### src/design/gpc_pkg.sv
`default_nettype none
package gpc_pkg;

  localparam int MaxDof = 256;
  localparam int Terms = 6;
  localparam int DofW = 8;
  localparam int TermW = 3;
  localparam int AddrW = DofW + TermW;

  localparam logic [1:0] OP_LOAD = 2'd0;
  localparam logic [1:0] OP_PREDICT = 2'd1;
  localparam logic [1:0] OP_CORRECT = 2'd2;
  localparam logic [1:0] OP_NONE = 2'd3;

  localparam logic signed [47:0] POS_MAX = {1'b0, {47{1'b1}}};
  localparam logic signed [47:0] NEG_MAX = {1'b1, {47{1'b0}}};

  // One classified command, passed from the front end to the back end.
  typedef struct packed {
    logic [1:0]         op;
    logic [DofW-1:0]    dof;
    logic signed [47:0] value_a;
    logic signed [47:0] value_b;
  } cmd_t;

  // Gear corrector gains, unsigned Q1.32 (term two has gain one and is
  // handled as a plain add).
  function automatic logic [32:0] gear_gain(input logic [2:0] j);
    logic [32:0] g;
    begin
      case (j)
        3'd0: g = 33'd805306368;
        3'd1: g = 33'd2994546642;
        3'd2: g = 33'h100000000;
        3'd3: g = 33'd2624702236;
        3'd4: g = 33'd715827883;
        3'd5: g = 33'd71582788;
        default: g = '0;
      endcase
      return g;
    end
  endfunction

  function automatic logic signed [47:0] sat48(input logic signed [53:0] v);
    logic signed [47:0] r;
    begin
      if (v > 54'sd140737488355327) r = POS_MAX;
      else if (v < -54'sd140737488355328) r = NEG_MAX;
      else r = v[47:0];
      return r;
    end
  endfunction

endpackage
`default_nettype wire

### src/design/gpc_front.sv
`default_nettype none
module gpc_front import gpc_pkg::*; (
  input  wire logic        clk,
  input  wire logic        rst,
  input  wire logic        start,
  input  wire logic [1:0]  op,
  input  wire logic [7:0]  dof_index,
  input  wire logic [47:0] value_a,
  input  wire logic [47:0] value_b,
  output logic             busy,
  output logic             q_valid,
  output cmd_t             q_cmd,
  input  wire logic        q_take
);

  // Two-entry queue of commands.
  cmd_t      slot [2];
  logic      rd_ptr;
  logic      wr_ptr;
  logic [1:0] count;
  logic      push;
  cmd_t      cmd_in;

  assign busy    = (count == 2'd2);
  assign push    = start && !busy;
  assign q_valid = (count != 2'd0);
  assign q_cmd   = slot[rd_ptr];

  always_comb begin
    cmd_in.op      = op;
    cmd_in.dof     = dof_index;
    cmd_in.value_a = value_a;
    cmd_in.value_b = value_b;
  end

  always_ff @(posedge clk) begin
    if (push) slot[wr_ptr] <= cmd_in;
    if (rst) begin
      rd_ptr <= 1'b0;
      wr_ptr <= 1'b0;
      count  <= 2'd0;
    end else begin
      if (push) wr_ptr <= !wr_ptr;
      if (q_take) rd_ptr <= !rd_ptr;
      count <= count + {1'b0, push} - {1'b0, q_take};
    end
  end

endmodule
`default_nettype wire

### config.mk
export PLATFORM = sky130hd
export DESIGN_NAME = gpc_front
export DESIGN_NICKNAME = d
export VERILOG_FILES = /design/src/design/gpc_pkg.sv /design/src/design/gpc_front.sv
export SDC_FILE = /design/constraint.sdc
export NUM_CORES = 1
export LEC_CHECK = 0
export BUFFER_PORTS_ARGS = -buffer_cell sky130_fd_sc_hd__buf_4
export CAP_MARGIN = 25
export CORE_ASPECT_RATIO = 0.5
export CORE_MARGIN = 5
export CORE_UTILIZATION = 26
export DETAILED_ROUTE_END_ITERATION = 7
export PLACE_DENSITY = 0.55
export SLEW_MARGIN = 20
export SYNTH_ARGS = -nofsm -noshare
export SYNTH_HDL_FRONTEND = slang
export SYNTH_SLANG_ARGS = --single-unit
### constraint.sdc
create_clock -name clk -period 3.5 [get_ports clk]
set_clock_uncertainty 0.2 [all_clocks]
set_input_delay 0.35 -clock clk [delete_from_list [all_inputs] [get_ports clk]]
set_output_delay 0.35 -clock clk [all_outputs]
set_load 0.02 [all_outputs]
* After elaboration in Yosys (flattened, before gate mapping)
Memories as Yosys holds them, arrays and structs flattened. A register that Yosys moved wholly into a read port is not among the register bits.
Index checks and enable logic that the tools add are counted.
W data, S select, Z words.
** Cells by class
- Bitwise logic cells :: 0
- Reductions and logical operators :: 5
- $lt $le $gt $ge :: 0
- Divide/modulo/power cells :: 0
- Add/sub/neg operators :: 2
- Multiply operators :: 0
- Equal/unequal tests :: 1
- Mux-type cells :: 4
- Shift-type cells :: 0
** Operators with widths (count)
- $mux W1 :: 4
- $logic_not A1 Y1 :: 3
- $add A2 B1 Y2 :: 1
- $eq A2 B2 Y1 const B :: 1
- $reduce_bool A2 Y1 :: 1
- $sub A2 B1 Y2 :: 1
- $logic_and A1 B1 Y1 :: 1
** Word-level totals
- Word-level logic and storage cells :: 16
- Input port bits :: 110
- Memories kept :: 1
- Memory bits (read-only) :: 0
- RAM bits :: 212
- Bits in latches :: 0
- Register bits after elaboration :: 4
- Output and inout port bits :: 108
** Memories
- slot :: words 2, bits a word 106, rd ports 1, clocked after memory_dff 1, write ports 1, RTL line gpc_front.sv:17 : cmd_t slot [2];

* Depth between registers and ports, before layout
Gate-level depths: netlist of run 1.
- Depth in word-level cells :: 5
- Mapped depth :: 8
- Depth with buffers taken out :: 8

* Least setup slack after synthesis of run 1
OpenSTA, ideal clock, no wires.
- Kind :: reg-to-reg
- Start point :: register count[0]
- End point :: memory slot[1][0] in the netlist's numbering, enable pin
- Clock period less this slack :: 3.635 ns
- Library setup time :: 0.478 ns
- Slack :: -0.135 ns
- Arrival time :: 2.957 ns
- Stages on the path, launching flop included :: 3
- Data required time :: 2.822 ns
- Path buffers :: 0
- Path through :: dfxtp_1 > nand2b_1 > and3_1
** Between the ends
- Word-level cells in the longest chain between the ends :: 5
** RTL lines
- start: declaration :: RTL line gpc_front.sv:20 : logic [1:0] count;
- start signal: assignment :: RTL line gpc_front.sv:45 : count <= count + {1'b0, push} - {1'b0, q_take};
- $eq A2 B2 Y1 :: RTL line gpc_front.sv:24 : assign busy = (count == 2'd2);
- $logic_not A1 Y1 :: RTL line gpc_front.sv:25 : assign push = start && !busy;
- $logic_and A1 B1 Y1 :: RTL line gpc_front.sv:25
- $mux W1 :: RTL line gpc_front.sv:37 : if (push) slot[wr_ptr] <= cmd_in;
- $mux W1 (implied by the code) :: RTL line gpc_front.sv:37
- end: declaration :: RTL line gpc_front.sv:17
Every way passes these cells.

==> results of run 1 <==
## area by class of cell
type / count / area share (%)
clock buffer: 29 / 5.014
tap: 399 / 4.185
inverter: 4 / 0.1573
clock inverter: 9 / 0.3461
multi-input combinational: 122 / 12.21
sequential: 217 / 54.24
antenna: 1 / 0.02098
timing repair buffer: 334 / 23.83
## routing by layer
metal  part of all wire (%)  vias to the layer above  wire length, um  track usage (%)
met2                     59                       72            11420            21.52
met4                    4.2                        0              817            4.303
met1                     35                     2281             6706            10.40
met5                      0                        -                0                0
li1                       -                     2095                -                -
met3                    2.0                       46              384            1.392
## cell families (layout without fill, tap and decap cells)
| family | Yosys count | in the layout | synth area share, % |
|---|---|---|---|
| flops | 217 | 217 | 80.52 |
| mux | 106 | 106 | 16.73 |
| buf+inv | 16 | 376 | 1.402 |
| simple gates | 9 | 9 | 0.5767 |
| xor+xnor | 3 | 3 | 0.3273 |
| fa+ha+maj | 2 | 2 | 0.3116 |
| compound gates | 2 | 2 | 0.1245 |
| other cells | 0 | 1 | 0 |
## cell usage in the layout, fill, tap and decap left out, drive strengths merged, types with 2 or more instances in the layout
cell type    count
buf            225
clkbuf          29
clkinv           9
dfxtp            5
dlygate4sd3    109
edfxtp         212
ha               2
inv              3
mux2           106
nor2             3
xnor2            2
## power by group through the flow
stage / clock, mW / sequential [mW] / combinational [mW]
floorplan: 0 / 3.38 / 0.847
global placement: 0 / 3.39 / 1.51
detailed placement: 0 / 3.41 / 1.51
CTS: 2.19 / 3.35 / 1.62
global route: 2.28 / 3.38 / 1.67
finish: 2.12 / 3.35 / 1.58
## critical path, delay by kind of cell (launching register included)
family / cells / cell delay [ns]
buffers and inverters: 2 / 0.49
flip-flops: 1 / 0.73
multiplexers: 1 / 0.40
## stage by stage
| step | cells | hold WS [ns] | util, % | cell area, um2 | power, mW |
|---|---|---|---|---|---|
| after floorplan | 355 | 0.2191 | - | 8035 | 4.230 |
| after global placement | 967 | 0.2882 | 33.54 | 10200 | 4.897 |
| after detailed placement | 967 | 0.2855 | 33.54 | 10200 | 4.918 |
| after CTS | 1114 | 0.007444 | 39.23 | 11930 | 7.167 |
| after global routing | 1115 | 0.06187 | 39.23 | 11930 | 7.332 |
| final | 1115 | 0.02793 | 39.23 | 11930 | 7.050 |
## cell usage after synthesis
library cell	number	area share, %
edfxtp_1	212	79
mux2_2	66	9.3
mux2_4	40	7.5
buf_2	6	0.37
buf_6	6	0.84
dfxtp_1	5	1.2
inv_1	4	0.19
nor2_1	3	0.14
ha_1	2	0.31
xnor2_1	2	0.22
a21oi_1	1	0.062
and3_1	1	0.078
nand2_1	1	0.047
nand2b_1	1	0.078
nor2b_1	1	0.078
o21ai_0	1	0.062
or2_2	1	0.078
or3_1	1	0.078
xor2_1	1	0.11
## worst paths after layout
path                               endpoint  depth (start not counted)
worst max-delay path              q_cmd[43]                          3
worst min-delay path                 wr_ptr                          4
worst max register to register  slot[0][19]                          5
worst min register to register       wr_ptr                          2
## state kept, by name, indices dropped and copies added, names as in the netlist, named ones only
| name | flops |
|---|---|
| slot | 212 |
| rd_ptr | 1 |
| wr_ptr | 1 |
| count | 2 |
==> impl_metrics.env, run 1 <==
export IMPL_period_share_pct=77.86
export IMPL_clkSinkCount=217
export IMPL_vdd_drop_max_mv=0.3723
export IMPL_max_cap_viol_count=0
export IMPL_clock_fmax_mhz=367.0
export IMPL_cts_resized=0
export IMPL_fill_cells=2785
export IMPL_die_width_um=258.5
export IMPL_hold_viol=0
export IMPL_crit_fanout=39
export IMPL_die_area_um2=34710
export IMPL_yosys_warnings=0
export IMPL_avgRoutedWirePerCell_um=17.34
export IMPL_grt_pass1_vias=5073
export IMPL_slowest_delay_ns=0.73
export IMPL_grt_ovfl_total=0
export IMPL_hp_start="start"
export IMPL_fin_setup_tns_ns=0
export IMPL_final_antenna_net_count=0
export IMPL_track_usage_pct=10.40
export IMPL_setup_ws_ns=0.7748
export IMPL_rsz0062_at_grt="no"
export IMPL_end_kind="output pin"
export IMPL_slew_headroom_pct=45.96
export IMPL_ys_seq_elements=217
export IMPL_drt_iter0_drc=142
export IMPL_pre_cts_ws_ns=1.049
export IMPL_clkPwrFrac_pct=30.1
export IMPL_power_density_nw_per_um2=591.0
export IMPL_vias_per_cell=4.030
export IMPL_cts_tree="built"
export IMPL_post_route_min_period_ns=2.725
export IMPL_initial_core_util_pct=26.41
export IMPL_hpwl_mm=13.26
export IMPL_internal_power_mw=5.205
export IMPL_cts_root_buffer="clkbuf_16"
export IMPL_post_cts_setup_buffers=0
export IMPL_drv_slew=0
export IMPL_port_buffers=217
export IMPL_p_sw_share_pct=26.17
export IMPL_clk_pin_slew_ns=0.06
export IMPL_netlist_area_um2=8030
export IMPL_required_ns=2.95
export IMPL_syn_num_nets=467
export IMPL_ys_seq_area_share_pct=80.52
export IMPL_synth_cells=355
export IMPL_route_detailed_drc=0
export IMPL_finalWirelength_mm=19.33
export IMPL_syn_avg_cell_area_um2=22.62
export IMPL_clock_latency_ns=0.50
export IMPL_critPathLaunchType="flip-flop"
export IMPL_boundaryPins=218
export IMPL_setup_viol=0
export IMPL_die_h_um=134.3
export IMPL_yosys_cell_types_count=19
export IMPL_cellLeakagePower_nw=4.508
export IMPL_antenna_found_initial=1
export IMPL_slowest_stage="dfxtp_4"
export IMPL_status="complete, no violations"
export IMPL_htree_levels=1
export IMPL_area_growth_synth_to_final_pct=48.55
export IMPL_crit_chain="buf_12, mux2_2, buf_4"
export IMPL_cts_made_buffers=22
export IMPL_hold_buffers=109
export IMPL_grt_max_degree=51
export IMPL_dr_pass1_iters=4
export IMPL_place_gp_congestion=0.7353
export IMPL_row_count=45
export IMPL_area_sequential_um2=6470
export IMPL_comb_power_share_pct=22.4
export IMPL_core_area_um2=30400
export IMPL_r2r_slack_ns=1.12
export IMPL_path_class="reg2out"
export IMPL_via_count=4494
export IMPL_p_sw_mw=1.845
export IMPL_grt_pass1_wl_mm=28.50
export IMPL_seqPwrFrac_pct=47.5
export IMPL_worstMarginPinSlew_ns=0.8088
export IMPL_multi_input_area_um2=1456
export IMPL_crit_arrival_ns=2.18
export IMPL_clockBufferDepth=3
export IMPL_hold_path_class="in2reg"
export IMPL_r2r_start="count[0]"
export IMPL_nets=813
export IMPL_drive_above_1_share_pct=50.49
(Power assumes the default switching activity.)
==> run 2: changes to the inputs <==
Clock period 3.5 ns to 2.5 ns, I/O delays scaled along.
==> run 2 against run 1 <==
Against the previous run:
- final cell count up 0.36%
- largest power group unchanged
- non-clock buffer count grew 5
- sequential cell count unchanged
- first-iteration DRC count increased by 51%
- critical path depth is the same
==> impl_metrics.env, run 2 (synthesis gave the netlist of run 1 again) <==
export IMPL_status="complete, no violations"
export IMPL_comb_power_share_pct=22.3
export IMPL_fin_setup_tns_ns=0
export IMPL_end_kind="output pin"
export IMPL_core_area_um2=30400
export IMPL_final_antenna_net_count=0
export IMPL_post_route_min_period_ns=2.402
export IMPL_clock_latency_ns=0.49
export IMPL_dr_pass1_iters=4
export IMPL_setup_viol=0
export IMPL_period_share_pct=96.09
export IMPL_row_count=45
export IMPL_worstMarginPinSlew_ns=0.4719
export IMPL_largest_register="slot"
export IMPL_finalWirelength_mm=18.82
export IMPL_hold_viol=0
export IMPL_clockBufferDepth=3
export IMPL_reg_top3="slot: 212 flops, count: 2 flops"
export IMPL_required_ns=2.05
export IMPL_power_density_nw_per_um2=835.9
export IMPL_crit_chain="buf_12, mux2_2, buf_4"
export IMPL_power_total_mw=10.10
export IMPL_nets=819
export IMPL_clk_pin_slew_ns=0.06
export IMPL_hpwl_mm=13.09
export IMPL_die_width_um=258.5
export IMPL_rsz0062_at_grt="no"
export IMPL_track_usage_pct=10.44
export IMPL_clock_fmax_mhz=416.3
export IMPL_max_cap_viol_count=0
export IMPL_die_h_um=134.3
export IMPL_cts_resized=0
export IMPL_antenna_found_initial=1
export IMPL_area_growth_synth_to_final_pct=50.48
export IMPL_clkPwrFrac_pct=31.3
export IMPL_grt_pass1_wl_mm=28.47
export IMPL_crit_family="flip-flops"
export IMPL_p_sw_share_pct=25.50
export IMPL_crit_buf_inv=2
export IMPL_slowest_delay_ns=0.65
export IMPL_port_buffers=217
export IMPL_cellLeakagePower_nw=4.572
export IMPL_rr_worst_depth=5
export IMPL_grt_ovfl_total=0
export IMPL_seqPwrFrac_pct=46.4
export IMPL_via_count=4484
export IMPL_fin_cells=1119
export IMPL_p_sw_mw=2.575
export IMPL_hold_buffers=110
export IMPL_crit_arrival_ns=1.95
export IMPL_avgRoutedWirePerCell_um=16.82
export IMPL_hold_path_class="in2reg"
export IMPL_critPathLaunchType="flip-flop"
export IMPL_boundaryPins=218
export IMPL_vdd_drop_max_mv=0.5686
export IMPL_route_detailed_drc=0
export IMPL_crit_fanout=25
export IMPL_htree_levels=1
export IMPL_cts_root_buffer="clkbuf_16"
export IMPL_vias_per_cell=4.007
export IMPL_cts_made_buffers=23
export IMPL_drt_iter0_drc=214
export IMPL_path_class="reg2out"
export IMPL_drv_slew=0
export IMPL_die_area_um2=34710
export IMPL_initial_core_util_pct=26.41
export IMPL_grt_pass1_vias=5002
export IMPL_cp_depth=3
export IMPL_largest_reg_flops=212
export IMPL_utilization_pct=39.74
export IMPL_post_cts_setup_buffers=0
export IMPL_drive_above_1_share_pct=51.74
export IMPL_grt_max_degree=58
export IMPL_place_gp_congestion=0.7291
export IMPL_internal_power_mw=7.526
export IMPL_numPlacedInstances=971
export IMPL_slew_headroom_pct=68.54
export IMPL_final_common_cell="buf_4"
export IMPL_slowest_stage="dfxtp_4"
export IMPL_clkSinkCount=217
export IMPL_cts_tree="built"
export IMPL_final_cell_mix="220 x buf_4, 212 x edfxtp_1, 110 x dlygate4sd3_1, 66 x mux2_2, 40 x mux2_4"
export IMPL_hold_depth=2
-- run 2: cell types whose count changed in the layout (fill, tap and decap cells not counted), sizes merged --
cell,delta
buf,+4
clkinv,-3
bufinv,+2
clkbuf,-1
clkinvlp,+1
dlygate4sd3,+1
-- run 2: worst paths after layout --
| path | startpoint | to | slack, ns |
|---|---|---|---|
| hold reg to reg | wr_ptr | wr_ptr | 0.30 |
| hold / removal | value_a[13] | slot[1][61] | 0.28 |
| setup / recovery | flip-flop | q_cmd[4] | 0.1 |
| setup reg to reg | count[0] | slot[0][84] | 0.58 |
-- run 2: worst register-to-register path: stages (launching register included) --
cell        delay (ns)
dfxtp_1           0.35
nand2b_4          0.16
inv_4             0.03
or3_4             0.37
clkinvlp_4        0.12
buf_12            0.30
-- run 2: power groups by stage --
| stage | Clock (mW) | Combinational (mW) | Sequential, mW |
|---|---|---|---|
| after floorplan | 0 | 1.20 | 4.74 |
| after global placement | 0 | 2.15 | 4.74 |
| after detailed placement | 0 | 2.15 | 4.77 |
| after CTS | 3.25 | 2.31 | 4.69 |
| after global routing | 3.42 | 2.40 | 4.73 |
| final | 3.16 | 2.26 | 4.69 |
-- run 2: layout make-up --
class / count / area, um2
Sequential cell: 217 / 6471
Tap cell: 399 / 499.2
Multi-Input combinational cell: 122 / 1469
Clock buffer: 28 / 594.3
Inverter: 4 / 21.27
Timing Repair Buffer: 339 / 2933
Fill cell: 2732 / 18320
Clock inverter: 9 / 93.84
Antenna cell: 1 / 2.502
-- run 2: through the flow --
stage / hold WS [ns] / cell area [um2] / worst slack (ns)
2_1_floorplan: 0.1150 / 8051 / -0.2954
3_3_place_gp: 0.2361 / 10290 / 0.6003
3_5_place_dp: 0.2383 / 10290 / 0.5944
4_1_cts: 0.2624 / 12080 / 0.05903
5_1_grt: 0.2790 / 12080 / 0.02130
6_report: 0.2807 / 12080 / 0.09778
-- run 2: metal layers --
metal | track usage (%) | vias up | routed length (um)
met2 | 21.11 | 58 | 11200
met1 | 11.11 | 2289 | 6704
met4 | 3.330 | 0 | 536
met3 | 1.637 | 36 | 380
li1 | - | 2101 | -
met5 | 0 | - | 0
==> run 3: changes to the inputs <==
Settings changed: CORE_UTILIZATION 26 to 47, MAX_ROUTING_LAYER from default to met4, PLACE_DENSITY 0.55 to 0.84.
Clock period 2.5 ns to 2.12 ns, I/O delays scaled along.
==> run 3 against run 2 <==
Against the previous run:
- the run now ends with negative setup slack left
- total power rose by 18%
- count of clock-buffer cells in the layout fell by 4
- sequential power rose by 19%
==> impl_metrics.env, run 3 (synthesis gave the netlist of run 1 again) <==
export IMPL_grt_pass1_vias=5054
export IMPL_fin_cells=949
export IMPL_port_buffers=217
export IMPL_die_h_um=102.4
export IMPL_violations="negative setup slack"
export IMPL_critPathLaunchType="flip-flop"
export IMPL_largest_register="slot"
export IMPL_place_gp_congestion=0.7512
export IMPL_vdd_drop_max_mv=0.6941
export IMPL_final_cell_mix="212 x edfxtp_1, 208 x buf_4, 109 x dlygate4sd3_1, 67 x mux2_4, 39 x mux2_2"
export IMPL_cts_root_buffer="clkbuf_16"
export IMPL_top_layer="met4"
export IMPL_slowest_delay_ns=0.39
export IMPL_drt_iter0_drc=225
export IMPL_worstMarginPinSlew_ns=0.3633
export IMPL_track_usage_pct=19.85
export IMPL_drv_slew=0
export IMPL_crit_fanout=18
export IMPL_drive_above_1_share_pct=52.49
export IMPL_htree_levels=1
export IMPL_max_cap_viol_count=0
export IMPL_die_area_um2=19960
export IMPL_cellLeakagePower_nw=4.725
export IMPL_nets=824
export IMPL_initial_core_util_pct=48.50
export IMPL_clk_pin_slew_ns=0.07
export IMPL_setup_viol=16
export IMPL_cts_made_buffers=20
export IMPL_routed_wl_met2_mm=11.50
export IMPL_drt_met1_wl_mm=7.891
export IMPL_slowest_stage="dfxtp_4"
export IMPL_clockBufferDepth=3
export IMPL_boundaryPins=218
export IMPL_power_total_mw=11.93
export IMPL_routed_wl_met3_um=903
export IMPL_status="finished with violations"
export IMPL_crit_buf_inv=3
export IMPL_grt_max_degree=44
export IMPL_dr_pass1_iters=4
export IMPL_route_detailed_drc=0
export IMPL_grt_pass1_wl_mm=29.37
export IMPL_numPlacedInstances=802
export IMPL_die_width_um=194.9
export IMPL_clock_latency_ns=0.49
export IMPL_finalWirelength_mm=21.10
export IMPL_clkSinkCount=217
export IMPL_period_share_pct=101.2
export IMPL_hold_viol=0
export IMPL_crit_arrival_ns=1.73
export IMPL_power_density_nw_per_um2=987.9
export IMPL_reg_top3="slot: 212 flops, count: 2 flops"
export IMPL_core_area_um2=16560
export IMPL_antenna_found_initial=0
export IMPL_largest_reg_flops=212
export IMPL_cts_tree="built"
export IMPL_row_count=33
export IMPL_vias_per_cell=4.982
export IMPL_area_growth_synth_to_final_pct=50.40
export IMPL_setup_ws_ns=-0.02538
export IMPL_path_class="reg2out"
export IMPL_post_route_min_period_ns=2.145
export IMPL_via_count=4728
export IMPL_final_common_cell="edfxtp_1"
export IMPL_end_kind="output pin"
export IMPL_final_antenna_net_count=0
export IMPL_avgRoutedWirePerCell_um=22.24
export IMPL_hpwl_mm=11.67
export IMPL_hold_path_class="in2reg"
export IMPL_crit_family="buffers and inverters"
export IMPL_rsz0062_at_grt="yes"
export IMPL_crit_chain="buf_8, buf_12, mux2_2, buf_4"
export IMPL_grt_ovfl_total=0
export IMPL_slew_headroom_pct=75.78
export IMPL_diodes=0
export IMPL_clock_fmax_mhz=466.1
export IMPL_required_ns=1.71
## run 3: tightest hold or removal path: stages
cell and delay (ns):
buf_4 0.12, nand2_1 0.05, ha_1 0.15, xnor2_1 0.12
nor2_1 0.04
## run 3: final timing paths
kind,end,slack [ns],from,cells past startpoint
max,q_cmd[11],-0.03,flip-flop,4
min,count[1],0.05,start,5
min reg2reg,rd_ptr,0.32,rd_ptr,2
max reg2reg,slot[0][89],0.22,count[0],5
## run 3: per-stage QoR
step | TNS [ns] | worst slack [ns] | util (%) | hold WS, ns | instance area (um2)
final | -0.1431 | -0.02538 | 72.95 | 0.04702 | 12080
after global routing | -1.886 | -0.07164 | 72.95 | 0.07717 | 12080
after CTS | -0.1830 | -0.01538 | 71.93 | 0.03008 | 11910
after detailed placement | 0 | 0.2204 | 61.15 | 0.1995 | 10120
after global placement | 0 | 0.2553 | 61.15 | 0.1974 | 10120
after floorplan | -107.24 | -0.6754 | - | 0.07697 | 8051
## run 3: cell type report
class	instances	area (um2)
clock buffer	24	536.8
multi-input combinational	122	1570
inverter	4	21.27
clock inverter	8	73.82
timing repair buffer	347	3120
sequential	217	6471
tap	227	284.0
fill	926	4479
## run 3: what timing repair did
| action | CTS | global route |
|---|---|---|
| hold buffers | 109 | 0 |
| gates resized for setup | 8 | 38 |
| setup buffers | 5 | 1 |
| endpoints found under the setup margin | 92 | 90 |
| endpoints found under the hold margin | 217 | 0 |
| cloned | 0 | 1 |
## run 3: power breakdown
group	internal [mW]	switching (mW)
clock	1.93	1.54
sequential	5.38	0.178
combinational	1.44	1.46
## run 3: per-layer routing
| metal | global-route usage, % | vias to the layer above |
|---|---|---|
| met3 | 3.656 | 62 |
| met1 | 22.11 | 2383 |
| met5 | - | - |
| li1 | - | 2111 |
| met2 | 36.40 | 172 |
| met4 | 7.507 | 0 |
